### config.mk
export PLATFORM = sky130hd
export DESIGN_NAME = s1wpc_digest
export DESIGN_NICKNAME = d
export VERILOG_FILES = /design/src/sv/sha256_one_word_preimage_check_assert.svh /design/src/sv/s1wpc_pkg.sv /design/src/sv/s1wpc_digest.sv
export SDC_FILE = /design/constraint.sdc
export NUM_CORES = 1
export LEC_CHECK = 0
export ABC_AREA = 0
export ABC_CLOCK_PERIOD_IN_PS = 2200
export BUFFER_PORTS_ARGS = -buffer_cell sky130_fd_sc_hd__buf_4
export CORE_AREA = 2 2 396 398
export CTS_CLUSTER_SIZE = 30
export DETAILED_ROUTE_END_ITERATION = 10
export DIE_AREA = 0 0 398 400
export PLACE_DENSITY = 0.3
export REMOVE_ABC_BUFFERS = 1
export SETUP_SLACK_MARGIN = 0.05
export SKIP_LAST_GASP = 1
export SLEW_MARGIN = 20
export SYNTH_ARGS = -nofsm -noshare
export SYNTH_HDL_FRONTEND = slang
export SYNTH_SLANG_ARGS = --single-unit
### constraint.sdc
create_clock -name clk -period 2.2 [get_ports clk]
set_input_delay 0.44 -clock clk [delete_from_list [all_inputs] [get_ports clk]]
set_output_delay 0.44 -clock clk [all_outputs]
set_load 0.03 [all_outputs]
### src/sv/sha256_one_word_preimage_check_assert.svh
// Assertion macros shared by the one-word SHA-256 check block.
// Needs nothing else; included by the modules that assert.
`ifndef SHA256_ONE_WORD_PREIMAGE_CHECK_ASSERT_SVH
`define SHA256_ONE_WORD_PREIMAGE_CHECK_ASSERT_SVH

// The consequent must hold in the same cycle as the antecedent.
`define S1WPC_ASSERT_SAME(lbl, ck, rs, ante, cons) \
  lbl: assert property (@(posedge ck) disable iff (rs) (ante) |-> (cons)) \
    else $error("s1wpc check failed");

// The consequent must hold in the cycle after the antecedent.
`define S1WPC_ASSERT_NEXT(lbl, ck, rs, ante, cons) \
  lbl: assert property (@(posedge ck) disable iff (rs) (ante) |=> (cons)) \
    else $error("s1wpc check failed");

`endif

### src/sv/s1wpc_pkg.sv
// Package for the one-word SHA-256 check block: types, constants and round functions.
// Used by every module of the block; depends on nothing.
`timescale 1ns / 1ps

package s1wpc_pkg;

  typedef logic [31:0] word_t;

  typedef struct packed {
    word_t [7:0]  v;
    word_t [15:0] w;
  } s1wpc_stage_t;

  typedef struct packed {
    word_t [7:0] d;
    logic        m;
  } s1wpc_result_t;

  localparam int unsigned ROUNDS = 64;
  localparam int unsigned ADDR_W = 4;

  localparam logic [1:0] REG_DIGEST_SEL   = 2'd0;
  localparam logic [1:0] REG_MATCH_MASK   = 2'd1;
  localparam logic [1:0] REG_TARGET_VALUE = 2'd2;

  localparam logic [2:0] DIGEST_SEL_RST   = 3'd4;
  localparam word_t      MATCH_MASK_RST   = 32'hffffffff;
  localparam word_t      TARGET_VALUE_RST = 32'h00000000;

  localparam word_t [7:0] INIT_HASH = {
    32'h5be0cd19, 32'h1f83d9ab, 32'h9b05688c, 32'h510e527f,
    32'ha54ff53a, 32'h3c6ef372, 32'hbb67ae85, 32'h6a09e667
  };

  function automatic word_t big_sigma0(input word_t x);
    return {x[1:0], x[31:2]} ^ {x[12:0], x[31:13]} ^ {x[21:0], x[31:22]};
  endfunction

  function automatic word_t big_sigma1(input word_t x);
    return {x[5:0], x[31:6]} ^ {x[10:0], x[31:11]} ^ {x[24:0], x[31:25]};
  endfunction

  function automatic word_t small_sigma0(input word_t x);
    return {x[6:0], x[31:7]} ^ {x[17:0], x[31:18]} ^ {3'b000, x[31:3]};
  endfunction

  function automatic word_t small_sigma1(input word_t x);
    return {x[16:0], x[31:17]} ^ {x[18:0], x[31:19]} ^ {10'b0, x[31:10]};
  endfunction

  function automatic word_t round_k(input logic [5:0] idx);
    word_t k;
    case (idx)
      6'd0:  k = 32'h428a2f98;  6'd1:  k = 32'h71374491;
      6'd2:  k = 32'hb5c0fbcf;  6'd3:  k = 32'he9b5dba5;
      6'd4:  k = 32'h3956c25b;  6'd5:  k = 32'h59f111f1;
      6'd6:  k = 32'h923f82a4;  6'd7:  k = 32'hab1c5ed5;
      6'd8:  k = 32'hd807aa98;  6'd9:  k = 32'h12835b01;
      6'd10: k = 32'h243185be;  6'd11: k = 32'h550c7dc3;
      6'd12: k = 32'h72be5d74;  6'd13: k = 32'h80deb1fe;
      6'd14: k = 32'h9bdc06a7;  6'd15: k = 32'hc19bf174;
      6'd16: k = 32'he49b69c1;  6'd17: k = 32'hefbe4786;
      6'd18: k = 32'h0fc19dc6;  6'd19: k = 32'h240ca1cc;
      6'd20: k = 32'h2de92c6f;  6'd21: k = 32'h4a7484aa;
      6'd22: k = 32'h5cb0a9dc;  6'd23: k = 32'h76f988da;
      6'd24: k = 32'h983e5152;  6'd25: k = 32'ha831c66d;
      6'd26: k = 32'hb00327c8;  6'd27: k = 32'hbf597fc7;
      6'd28: k = 32'hc6e00bf3;  6'd29: k = 32'hd5a79147;
      6'd30: k = 32'h06ca6351;  6'd31: k = 32'h14292967;
      6'd32: k = 32'h27b70a85;  6'd33: k = 32'h2e1b2138;
      6'd34: k = 32'h4d2c6dfc;  6'd35: k = 32'h53380d13;
      6'd36: k = 32'h650a7354;  6'd37: k = 32'h766a0abb;
      6'd38: k = 32'h81c2c92e;  6'd39: k = 32'h92722c85;
      6'd40: k = 32'ha2bfe8a1;  6'd41: k = 32'ha81a664b;
      6'd42: k = 32'hc24b8b70;  6'd43: k = 32'hc76c51a3;
      6'd44: k = 32'hd192e819;  6'd45: k = 32'hd6990624;
      6'd46: k = 32'hf40e3585;  6'd47: k = 32'h106aa070;
      6'd48: k = 32'h19a4c116;  6'd49: k = 32'h1e376c08;
      6'd50: k = 32'h2748774c;  6'd51: k = 32'h34b0bcb5;
      6'd52: k = 32'h391c0cb3;  6'd53: k = 32'h4ed8aa4a;
      6'd54: k = 32'h5b9cca4f;  6'd55: k = 32'h682e6ff3;
      6'd56: k = 32'h748f82ee;  6'd57: k = 32'h78a5636f;
      6'd58: k = 32'h84c87814;  6'd59: k = 32'h8cc70208;
      6'd60: k = 32'h90befffa;  6'd61: k = 32'ha4506ceb;
      6'd62: k = 32'hbef9a3f7;  6'd63: k = 32'hc67178f2;
      default: k = 32'h00000000;
    endcase
    return k;
  endfunction

endpackage

### src/sv/s1wpc_digest.sv
// Final cell: adds the initial hash value back into the working state.
// Depends on s1wpc_pkg.
`timescale 1ns / 1ps

module s1wpc_digest (
  input  logic                    clk,
  input  logic                    rst,
  input  logic                    en,
  input  logic                    in_valid,
  input  s1wpc_pkg::s1wpc_stage_t in_stage,
  output logic                    out_valid,
  output s1wpc_pkg::word_t [7:0]  digest
);
  import s1wpc_pkg::*;

  word_t [7:0] digest_next;

  always_comb begin
    for (int j = 0; j < 8; j++) begin
      digest_next[j] = in_stage.v[j] + INIT_HASH[j];
    end
  end

  always_ff @(posedge clk) begin
    if (rst) begin
      out_valid <= 1'b0;
    end else if (en) begin
      out_valid <= in_valid;
    end
  end

  always_ff @(posedge clk) begin
    if (en) begin
      digest <= digest_next;
    end
  end

endmodule

# Word-level counts from Yosys, hierarchy flattened
# Cells that the tools add are included.
# totals
register_bits	257
wordCells	17
out_inout_bits	257
inputBits	772
# op_classes
add_sub_neg	8
# ops
op	n
adder 32 x 31 -> 32 bit, second input constant	3
adder 32 bit, second input constant	3
adder 32 x 29 -> 32 bit, second input constant	1
adder 32 x 30 -> 32 bit, second input constant	1

# Logic depth before layout (Yosys ltp)
# logic_depth
depth_word	1
depth_mapped	8

# Worst setup path before layout
# Ideal clock, no wire load.
# synth_timing
path_kind	input-to-reg
from	input in_stage[640] (netlist bit)
to	register digest[158] (netlist bit) (data pin)
stages	8
required_time_ps	1935
slack_ps	-47
arrival_time_ps	1982
path_buffers	0
setup_ps	265
path_cell_list	inv_1 ha_1 nor3b_1 a311o_1 a211oi_1 o21a_1 o21ai_0 xor2_1
# synth_rtl
element	line	source
from (decl)	s1wpc_digest.sv:10	input s1wpc_pkg::s1wpc_stage_t in_stage,
to (signal assigned)	s1wpc_digest.sv:34	digest <= digest_next;
to (decl)	s1wpc_digest.sv:12	output s1wpc_pkg::word_t [7:0] digest

==> out/qor.log <==
[cts] number of sinks driven by the clock tree 257
[cts] CTS clock-pin slew for the worst setup and hold paths 0.06 ns
[route] Total Routed Length 77400 um
[route] length of the first detailed-routing pass in iterations 5
[critical_path] sort of element at the start of the critical path primary input
[grt] maximum number of pins on one net before global-route repair 40
[sta] clock period minus final worst setup slack 2.11 ns
[place] DP HPWL 67600 um
[sta] achievable frequency 475 MHz
[cts] CTS Buf Count 41
[logic_synthesis] portion of the post-synthesis area used by sequential elements 60.9%
[grt] vias in the first global route 11600
[pwr] fraction of power consumed by sequential logic 36.6%
[place] Port Buffer Count 516
[pwr] total power divided by cell area 760 mW/mm^2
[critical_path] largest driver fanout on the critical path 3
[floorplanning] die width 398 um
[place] placer congestion estimate 0.789
[cts] number of H-tree levels 2
[floorplanning] starting utilization of the core area 8.15%
[sta] final sum of negative setup slack 0 ns
[pwr] Internal 11.7 mW
[critical_path] CP peak stage delay 0.43 ns
[min_path] worst hold path type in -> reg
[cts] TritonCTS clock tree built
[floorplanning] die height 400 um
[sta] Slew headroom 60.8%
[route] number of antenna-violating nets in the routed design 0
[logic_synthesis] Distinct cells, synth 69
[critical_path] classification of the worst setup path in -> reg
[route] Via Count 11400
[logic_synthesis] flip-flop and latch count after synthesis 257
[pwr] worst IR drop on VDD 0.443 mV
[grt] first-pass GRT wire length 100000 um
[logic_synthesis] dominant cells by area after synthesis edfxtp_1 (61%), xnor2_1 (8.0%), xor2_1 (6.8%)
[logic_synthesis] Cells after Synth 1009
[logic_synthesis] top flip-flop cell by instance count after synthesis edfxtp_1
[logic_synthesis] fraction of post-synthesis cell area in the top cell type by area 60.8%
[route] number of design rule violations left after detail routing 0
[route] via count normalized by instance count 2.92
[route] detailed-route wire length per cell 19.8 um
[cts] Setup Fix Bufs, Post-CTS 0
[critical_path] CP max stage cell or4_1
[grt] combined global-route utilization of all metal layers 9.29%
[floorplanning] number of top-level pins 1029
[critical_path] data required time at the worst endpoint 2.52 ns
[critical_path] crit-path cells buf_4 -> ha_1 -> nor4_2 -> buf_4 -> nor2_1 -> o21ai_1 -> a21oi_1 -> or4_1 -> xnor2_1
[logic_synthesis] most instantiated cells after synthesis edfxtp_1 (256), xnor2_1 (116), xor2_1 (98)
[sta] Clock Skews 0 ns
[grt] sum of overflow across all layers after global routing 0
[pwr] Clock power frac 40.3%
[layout] share of final-layout standard cells stronger than drive strength 1 45.4%
[logic_synthesis] per-instance average area after synthesis 12.5 sq um
[floorplanning] die footprint 0.159 sq mm
[critical_path] crit path capture type flip-flop
[logic_synthesis] cell with the most instances after synthesis edfxtp_1
[logic_synthesis] Yosys top cell by area edfxtp_1
[logic_synthesis] share of flip-flops with an asynchronous set or reset 0%
[cts] Worst-Skew Late Latency 0.57 ns
[sta] unrepaired setup endpoints after global routing false
[sta] Tightest Pin Transition 0.582 ns
[critical_path] CP dominant cell by count buf_4
[layout] post-route core utilization 14.4%
[logic_synthesis] number of enable flip-flop cells after synthesis 256
[route] count of routing violations after the opening detailed-route iteration 550
[sta] setup violators final 0
[pwr] leakage power figure 8.64 nW
[critical_path] critical path data arrival time 2.42 ns
[pwr] Net Sw Power 5.23 mW
[logic_synthesis] number of warnings printed during yosys synthesis 0
[cts] CTS Root Cell clkbuf_16
[sta] number of hold violations in the final report 0
[grt] initial antenna violation count 68
[layout] count of nets after finishing 2573
[pwr] switching share of total power 30.8%
[floorplanning] total core area 0.155 sq mm
[cts] maximum buffer depth of the clock tree 3
[job] MaxCap Viol Count 0
[floorplanning] Cell Rows 145
[layout] Area Overhead vs Synth 76.5%
[run_status] result of the run completed
[sta] final worst-path cycle share 95.7%
[sta] number of pins exceeding their max-slew limit in the final report 0
[layout] number of fill cells in the layout 17500
[sta] minimum hold slack 0.124 ns
[logic_synthesis] cell area after technology mapping 0.0126 sq mm
[pwr] relative contribution of combinational cells to total power 23.1%
==> routing by layer <==
layer  part of all wire [%]  GRT usage [%]  up-vias
li1                       -              -     5365
met1                     41           11.0     5378
met2                     39           12.2      468
met3                     17           7.51      130
met4                    2.7           3.22       38
met5                   0.31              0        -
==> critical path: cells and delay by family <==
family / cells / cell delay [ns]
and+or+nand+nor: 3 / 0.71
AOI/OAI and AO/OA: 2 / 0.53
buffers and inverters: 2 / 0.37
adders and majority gates: 1 / 0.22
xor gates and xnor gates: 1 / 0.14
==> kinds of logic after synthesis <==
kind of cell             Yosys count  share of synthesized area, %
multiplexers                       1                        0.0791
adder cells (fa/ha/maj)            8                         0.791
AO/OA/AOI/OAI                    193                          10.6
AND/OR/NAND/NOR                  294                          11.5
flip-flops                       257                          60.9
buffers and inverters             42                          1.30
XOR/XNOR                         214                          14.8
==> cells in the final DEF, fill, tap and decap left out, drive strengths merged, types with 30 or more instances in the layout <==
cell    count
inv        39
xor2       98
buf       746
o21ai      57
clkbuf     48
nand2      64
xnor2     116
a21oi      30
nor2       86
edfxtp    256
==> power groups by stage <==
stage | registers [mW] | clock network, mW | logic (mW)
floorplan | 7.29 | 0 | 0.646
global placement | 6.32 | 0 | 3.99
detailed placement | 6.33 | 0 | 3.99
CTS | 6.23 | 7.22 | 4.01
global route | 6.26 | 7.35 | 4.19
finish | 6.21 | 6.84 | 3.92
==> metrics by stage <==
step	total power [mW]	std cells	setup WS [ns]	instance area [sq um]
after floorplan	7.94	999	-0.0474	12600
after global placement	10.3	3803	-0.436	20900
after detailed placement	10.3	3803	-0.443	20900
after CTS	17.5	3881	0.190	22300
after global routing	17.8	3886	0.0546	22300
final	17.0	3901	0.0946	22300
==> repair_timing <==
item                      CTS  global route
hold buffers                5             0
hold endpoints to repair    5             0
resized for setup           0             0
==> area by class of cell <==
cell class	count	area, sq um	share of cell area [%]
Antenna cell	20	50.0	0.224
Clock buffer	48	1050	4.71
Clock inverter	25	312	1.40
Inverter	32	120	0.538
Multi-Input combinational cell	710	4780	21.4
Sequential cell	257	7710	34.5
Tap cell	2058	2570	11.5
Timing Repair Buffer	751	5720	25.6
==> final timing paths <==
path                 start           to  slack (ns)  cells past startpoint
max          in_stage[609]  digest[111]        0.09                      9
min               in_valid    out_valid        0.12                      3
max reg2reg      out_valid    out_valid        1.60                      2
min reg2reg      out_valid    out_valid        0.52                      2
==> sequential cells by signal (all words and copies together) (netlist names) <==
name       count
digest       256
out_valid      1
Note: power is estimated with default switching activity, not from simulation.
