## src/sv/sha256_one_word_preimage_check_assert.svh

```systemverilog
// Assertion macros shared by the one-word SHA-256 check block.
// Needs nothing else; included by the modules that assert.
`ifndef SHA256_ONE_WORD_PREIMAGE_CHECK_ASSERT_SVH
`define SHA256_ONE_WORD_PREIMAGE_CHECK_ASSERT_SVH

// The consequent must hold in the same cycle as the antecedent.
`define S1WPC_ASSERT_SAME(lbl, ck, rs, ante, cons) \
  lbl: assert property (@(posedge ck) disable iff (rs) (ante) |-> (cons)) \
    else $error("s1wpc check failed");

// The consequent must hold in the cycle after the antecedent.
`define S1WPC_ASSERT_NEXT(lbl, ck, rs, ante, cons) \
  lbl: assert property (@(posedge ck) disable iff (rs) (ante) |=> (cons)) \
    else $error("s1wpc check failed");

`endif

```

## src/sv/s1wpc_pkg.sv

```systemverilog
// Package for the one-word SHA-256 check block: types, constants and round functions.
// Used by every module of the block; depends on nothing.
`timescale 1ns / 1ps

package s1wpc_pkg;

  typedef logic [31:0] word_t;

  typedef struct packed {
    word_t [7:0]  v;
    word_t [15:0] w;
  } s1wpc_stage_t;

  typedef struct packed {
    word_t [7:0] d;
    logic        m;
  } s1wpc_result_t;

  localparam int unsigned ROUNDS = 64;
  localparam int unsigned ADDR_W = 4;

  localparam logic [1:0] REG_DIGEST_SEL   = 2'd0;
  localparam logic [1:0] REG_MATCH_MASK   = 2'd1;
  localparam logic [1:0] REG_TARGET_VALUE = 2'd2;

  localparam logic [2:0] DIGEST_SEL_RST   = 3'd4;
  localparam word_t      MATCH_MASK_RST   = 32'hffffffff;
  localparam word_t      TARGET_VALUE_RST = 32'h00000000;

  localparam word_t [7:0] INIT_HASH = {
    32'h5be0cd19, 32'h1f83d9ab, 32'h9b05688c, 32'h510e527f,
    32'ha54ff53a, 32'h3c6ef372, 32'hbb67ae85, 32'h6a09e667
  };

  function automatic word_t big_sigma0(input word_t x);
    return {x[1:0], x[31:2]} ^ {x[12:0], x[31:13]} ^ {x[21:0], x[31:22]};
  endfunction

  function automatic word_t big_sigma1(input word_t x);
    return {x[5:0], x[31:6]} ^ {x[10:0], x[31:11]} ^ {x[24:0], x[31:25]};
  endfunction

  function automatic word_t small_sigma0(input word_t x);
    return {x[6:0], x[31:7]} ^ {x[17:0], x[31:18]} ^ {3'b000, x[31:3]};
  endfunction

  function automatic word_t small_sigma1(input word_t x);
    return {x[16:0], x[31:17]} ^ {x[18:0], x[31:19]} ^ {10'b0, x[31:10]};
  endfunction

  function automatic word_t round_k(input logic [5:0] idx);
    word_t k;
    case (idx)
      6'd0:  k = 32'h428a2f98;  6'd1:  k = 32'h71374491;
      6'd2:  k = 32'hb5c0fbcf;  6'd3:  k = 32'he9b5dba5;
      6'd4:  k = 32'h3956c25b;  6'd5:  k = 32'h59f111f1;
      6'd6:  k = 32'h923f82a4;  6'd7:  k = 32'hab1c5ed5;
      6'd8:  k = 32'hd807aa98;  6'd9:  k = 32'h12835b01;
      6'd10: k = 32'h243185be;  6'd11: k = 32'h550c7dc3;
      6'd12: k = 32'h72be5d74;  6'd13: k = 32'h80deb1fe;
      6'd14: k = 32'h9bdc06a7;  6'd15: k = 32'hc19bf174;
      6'd16: k = 32'he49b69c1;  6'd17: k = 32'hefbe4786;
      6'd18: k = 32'h0fc19dc6;  6'd19: k = 32'h240ca1cc;
      6'd20: k = 32'h2de92c6f;  6'd21: k = 32'h4a7484aa;
      6'd22: k = 32'h5cb0a9dc;  6'd23: k = 32'h76f988da;
      6'd24: k = 32'h983e5152;  6'd25: k = 32'ha831c66d;
      6'd26: k = 32'hb00327c8;  6'd27: k = 32'hbf597fc7;
      6'd28: k = 32'hc6e00bf3;  6'd29: k = 32'hd5a79147;
      6'd30: k = 32'h06ca6351;  6'd31: k = 32'h14292967;
      6'd32: k = 32'h27b70a85;  6'd33: k = 32'h2e1b2138;
      6'd34: k = 32'h4d2c6dfc;  6'd35: k = 32'h53380d13;
      6'd36: k = 32'h650a7354;  6'd37: k = 32'h766a0abb;
      6'd38: k = 32'h81c2c92e;  6'd39: k = 32'h92722c85;
      6'd40: k = 32'ha2bfe8a1;  6'd41: k = 32'ha81a664b;
      6'd42: k = 32'hc24b8b70;  6'd43: k = 32'hc76c51a3;
      6'd44: k = 32'hd192e819;  6'd45: k = 32'hd6990624;
      6'd46: k = 32'hf40e3585;  6'd47: k = 32'h106aa070;
      6'd48: k = 32'h19a4c116;  6'd49: k = 32'h1e376c08;
      6'd50: k = 32'h2748774c;  6'd51: k = 32'h34b0bcb5;
      6'd52: k = 32'h391c0cb3;  6'd53: k = 32'h4ed8aa4a;
      6'd54: k = 32'h5b9cca4f;  6'd55: k = 32'h682e6ff3;
      6'd56: k = 32'h748f82ee;  6'd57: k = 32'h78a5636f;
      6'd58: k = 32'h84c87814;  6'd59: k = 32'h8cc70208;
      6'd60: k = 32'h90befffa;  6'd61: k = 32'ha4506ceb;
      6'd62: k = 32'hbef9a3f7;  6'd63: k = 32'hc67178f2;
      default: k = 32'h00000000;
    endcase
    return k;
  endfunction

endpackage

```

## src/sv/s1wpc_round_cell.sv

```systemverilog
// One SHA-256 round cell: a round of the working state and one schedule step.
// Depends on s1wpc_pkg.
`timescale 1ns / 1ps

module s1wpc_round_cell (
  input  logic                   clk,
  input  logic                   rst,
  input  logic                   en,
  input  s1wpc_pkg::word_t       k,
  input  logic                   in_valid,
  input  s1wpc_pkg::s1wpc_stage_t in_stage,
  output logic                   out_valid,
  output s1wpc_pkg::s1wpc_stage_t out_stage
);
  import s1wpc_pkg::*;

  word_t        t1;
  word_t        t2;
  word_t        ch;
  word_t        maj;
  word_t        sched_new;
  s1wpc_stage_t stage_next;

  always_comb begin
    ch  = (in_stage.v[4] & in_stage.v[5]) ^ (~in_stage.v[4] & in_stage.v[6]);
    maj = (in_stage.v[0] & in_stage.v[1]) ^ (in_stage.v[0] & in_stage.v[2]) ^
          (in_stage.v[1] & in_stage.v[2]);
    t1 = in_stage.v[7] + big_sigma1(in_stage.v[4]) + ch + k + in_stage.w[0];
    t2 = big_sigma0(in_stage.v[0]) + maj;
    sched_new = small_sigma1(in_stage.w[14]) + in_stage.w[9] +
                small_sigma0(in_stage.w[1]) + in_stage.w[0];
    stage_next.v[7] = in_stage.v[6];
    stage_next.v[6] = in_stage.v[5];
    stage_next.v[5] = in_stage.v[4];
    stage_next.v[4] = in_stage.v[3] + t1;
    stage_next.v[3] = in_stage.v[2];
    stage_next.v[2] = in_stage.v[1];
    stage_next.v[1] = in_stage.v[0];
    stage_next.v[0] = t1 + t2;
    stage_next.w[14:0] = in_stage.w[15:1];
    stage_next.w[15] = sched_new;
  end

  always_ff @(posedge clk) begin
    if (rst) begin
      out_valid <= 1'b0;
    end else if (en) begin
      out_valid <= in_valid;
    end
  end

  always_ff @(posedge clk) begin
    if (en) begin
      out_stage <= stage_next;
    end
  end

endmodule

```

## config.mk

```make
export PLATFORM = sky130hd
export DESIGN_NAME = s1wpc_round_cell
export DESIGN_NICKNAME = d
export VERILOG_FILES = /design/src/sv/sha256_one_word_preimage_check_assert.svh /design/src/sv/s1wpc_pkg.sv /design/src/sv/s1wpc_round_cell.sv
export SDC_FILE = /design/constraint.sdc
export NUM_CORES = 1
export LEC_CHECK = 0
export BUFFER_PORTS_ARGS = -buffer_cell sky130_fd_sc_hd__buf_2
export CORE_AREA = 8 8 614 616
export CTS_CLUSTER_SIZE = 12
export DETAILED_ROUTE_END_ITERATION = 7
export DIE_AREA = 0 0 622 624
export PLACE_DENSITY = 0.38
export RECOVER_POWER = 25
export SYNTH_ARGS = -nofsm -noshare
export SYNTH_HDL_FRONTEND = slang
export SYNTH_SLANG_ARGS = --single-unit
```

## constraint.sdc

```tcl
create_clock -name clk -period 6.7 [get_ports clk]
set_clock_uncertainty 0.2 [all_clocks]
set_input_delay 0 -clock clk [delete_from_list [all_inputs] [get_ports clk]]
set_output_delay 0 -clock clk [all_outputs]
set_load 0.02 [all_outputs]
```

# Word-level counts from Yosys, hierarchy flattened
# Cells that the tools add are included.
[totals] reg_bits=769 inputBits=804 out_inout_bits=769 word_cells=52
[op_classes] add_sub_neg=10 n_bitwise=17
[op_table] operator="$add A32 B32 Y32" n=10
[op_table] operator="$xor A32 B32 Y32" n=9
[op_table] operator="$and A32 B32 Y32" n=5
[op_table] operator="$not A32 Y32" n=1
[op_table] operator="$xor A32 B22 Y32" n=1
[op_table] operator="$xor A32 B29 Y32" n=1

# Depth between registers and ports, before layout
[depth] word_depth=7 depth_mapped=32 mapped_depth_nobuf=32

# Worst setup path before layout
# No wires, ideal clock.
[synth_timing] path_kind="input port to flip-flop" from="input port in_stage[1] (netlist bit)" to="register out_stage[543] (netlist bit) (data pin)" setup_ns=0.260 arrival_ns=5.849 t_required_ns=6.240 slack_ns=0.391 stages=29 path_buffers=0 cell_sequence="inv_1 fa_1 fa_1 inv_1 fa_1 ha_1 fa_1 a21oi_1 o211ai_1 a41oi_2 and2b_2 a21oi_1 a21oi_1 a21o_1 a21oi_1 xnor2_1 inv_1 fa_1 inv_1 ha_1 nand3_1 nor2_1 a21oi_1 a31o_2 nor2b_1 o21ai_0 a211oi_1 a21oi_1 xnor2_1"
[synth_rtl] item="start: declaration" line_no="s1wpc_round_cell.sv:11" source="input s1wpc_pkg::s1wpc_stage_t in_stage,"
[synth_rtl] item="end signal: assignment" line_no="s1wpc_round_cell.sv:54" source="out_stage <= stage_next;"
[synth_rtl] item="end: declaration" line_no="s1wpc_round_cell.sv:13" source="output s1wpc_pkg::s1wpc_stage_t out_stage"

==> metrics.csv <==
metric,value,unit
clkSlewWorstSetupHoldPaths,0.06,ns
start_kind,input port,
die_h,624,um
seqPwrFrac,0.201,
yosys_register_bits,769,
synthCells,2399,
fin_crit_sh,0.956,
peakVddDrop,0.434,mV
p_total,34.7,mW
power.share.combinational,0.619,
cts_buffers,111,
rsz0062_at_grt,false,
final_core_util,0.191,
routabilityCongestion,0.916,
rows,223,
drv_cap,1,
synth_top_area_cell,edfxtp_1,
grt_max_degree,162,
grt-ovfl-total,0,
drive_gt1_frac,0.328,
pwr-share-clk,0.180,
ys_types,60,
period_minus_slack,6.41,ns
violations,"capacitance limit, slew limit",
ant_nets,0,
drv_slew,66,
hold_violations,0,
grt_pass1_vias,37200,
fmax,0.156,GHz
wl,320,mm
first_pass_iters,5,
p_switching,14.4,mW
port_buffers,1572,
avgSynthCellArea,15.3,um2
syn_nets,3514,
cp_max_fo,4,
async_flop_share,0,
h-tree-depth,3,
worst_slew_pin_slew,5.58,ns
dieArea,0.388,mm2
syn_to_final_growth,92.0,%
end_kind,register,
cts_buffer_depth,4,
seq_area,0.0231,mm2
required,7.05,ns
yosysTopAreaCellShare,0.630,
io_pins,1573,
fp.dieW,622,um
hp-class,input port to register,
ys_seq_area_frac,0.630,
initial_core_util,0.0997,
status,"finished, violations left",
hpwl,275,mm
slew_headroom,-2.72,
cts_tree,yes,
dp_cells,9084,
stdcell_count,10700,
coreArea,0.367,mm2
grt_pass1_wl,401,mm
drtIter0Drc,1747,
antenna_found_initial,120,
setup_viol,0,
syn_area,0.0366,mm2
power_density,493,mW/mm2
critPathArrivalTime,6.75,ns
clk_latency,0.79,ns
fill_cells,40200,
clockRootBuffer,clkbuf_16,
remaining_drc_errors,0,
power_leakage,29.1,nW
internal_power,20.3,mW
wl_per_cell,29.9,um
fin_tns_setup,0,ns
crit_type,input port to register,
finalNetCount,6859,
synth-main-ff-cell,edfxtp_1,
multi_input_area,0.0123,mm2
synth_edf_count,768,
cts_sinks,769,
switching_share,0.414,
track_usage,0.158,
synth.area.top_cells,"edfxtp_1 63%, fa_1 10%, xnor2_1 6.1%",
vias,34100,
vias_per_cell,3.18,
yosysWarningCount,0,
[worst paths after layout]
| check | from | end | slack [ns] | cells past startpoint |
|---|---|---|---|---|
| worst max-delay path | in_stage[656] | out_stage[671] | 0.29 | 27 |
| worst min-delay path | in_stage[555] | out_stage[587] | 0.05 | 2 |
| worst max register to register | out_valid | out_valid | 5.35 | 3 |
| worst min register to register | out_valid | out_valid | 0.85 | 3 |
[synthesized netlist by cell type (all sizes together), types with 3 or more instances]
cell type,count
and3,10
mux2,29
nor2,57
a211o,7
or2,4
a31oi,5
o21ai,72
nand3,23
nand2,54
xnor2,257
a211oi,11
clkbuf,5
nor3,14
or3,9
o21a,13
xor2,120
a21oi,99
o21bai,8
a21o,79
mux2i,4
a31o,4
a21boi,3
nor3b,3
o211ai,7
nand2b,16
edfxtp,768
ha,124
nor2b,16
inv,356
nand4,7
fa,187
maj3,3
[kinds of logic after synthesis]
kind of cell | Yosys count | synth area share
xor gates and xnor gates | 377 | 0.0904
AOI/OAI and AO/OA | 329 | 0.0584
DFF | 769 | 0.630
and+or+nand+nor | 216 | 0.0284
adders and majority gates | 314 | 0.145
muxes | 33 | 0.0100
buffers and inverters | 361 | 0.0370
[per-stage QoR]
step / hold slack (ns) / setup WS, ns / area, um2
after global routing: 0.0116 / 0.00294 / 70200
final: 0.0489 / 0.293 / 70300
after detailed placement: -0.0380 / -0.719 / 52800
after global placement: -0.0379 / -0.779 / 52800
after floorplan: -0.128 / 0.391 / 36600
after CTS: 0.00412 / 0.0180 / 70300
[area by class of cell]
class | count | share of cell area
Antenna cell | 45 | 0.00160
Clock buffer | 122 | 0.0404
Clock inverter | 72 | 0.0125
Inverter | 356 | 0.0191
Multi-Input combinational cell | 1269 | 0.175
Sequential cell | 769 | 0.328
Tap cell | 4837 | 0.0861
Timing Repair Buffer | 3237 | 0.337
[cells in the final DEF (no fill, tap or decap), types with 8 or more instances in the layout]
cell type         n
a211oi_1          8
a21o_1           77
a21oi_1          94
and3_1            8
buf_12            9
buf_2          1388
buf_4           266
bufinv_16        17
clkbuf_1        193
clkbuf_16       112
clkinv_1         15
clkinv_2         16
clkinv_4          8
clkinvlp_4        9
diode_2          45
dlygate4sd3_1  1383
edfxtp_1        768
fa_1            184
ha_1            121
inv_1           355
mux2_2           29
nand2_1          54
nand2b_1         16
nand3_1          23
nor2_1           57
nor2b_1          16
nor3_1           14
o21a_1           13
o21ai_0          67
o21bai_1          8
or3_1             9
xnor2_1         251
xor2_1          120
[power groups by stage]
stage                     combinational [mW]  clock [mW]  sequential, mW
after CTS                               21.9        6.51            6.98
final                                   21.5        6.23            6.98
after global placement                  20.3           0            7.07
after detailed placement                20.3           0            7.08
after floorplan                         9.31           0            7.86
after global routing                    23.5        6.63            7.03
[sequential cells by signal, indices dropped and copies added, names as in the netlist]
signal	flops
out_stage	768
out_valid	1
[worst max-delay path, stage by stage]
cell and delay, ns:
dlygate4sd3_1 0.53, buf_2 0.14, mux2_2 0.38, fa_2 0.69, buf_12 0.14, fa_1 0.41
ha_1 0.32, buf_4 0.17, a211o_1 0.28, a311oi_1 0.35, a221oi_2 0.09, buf_4 0.16
a21o_2 0.20, a21oi_1 0.18, xnor2_1 0.18, buf_4 0.15, ha_1 0.26, a21oi_1 0.21
nor3b_1 0.23, o211ai_1 0.17, buf_12 0.17, nand3_1 0.14, a21oi_2 0.09, a31o_2 0.27
a31oi_1 0.19, xnor2_1 0.09, dlygate4sd3_1 0.55
[repair_timing]
item                       in CTS  in global routing
setup endpoints to repair       0                 10
gates resized for setup         0                 24
hold endpoints to repair      940                  3
hold buffers                 1380                  3
buffers inserted                0                  1
[metal layers]
layer	vias to the layer above	wire [um]	track usage
met3	421	14500	0.0306
li1	15200	-	-
met4	50	16400	0.0669
met5	-	358	0
met2	1214	187000	0.330
met1	17200	102000	0.145
Power figures use the tool's default switching activity.
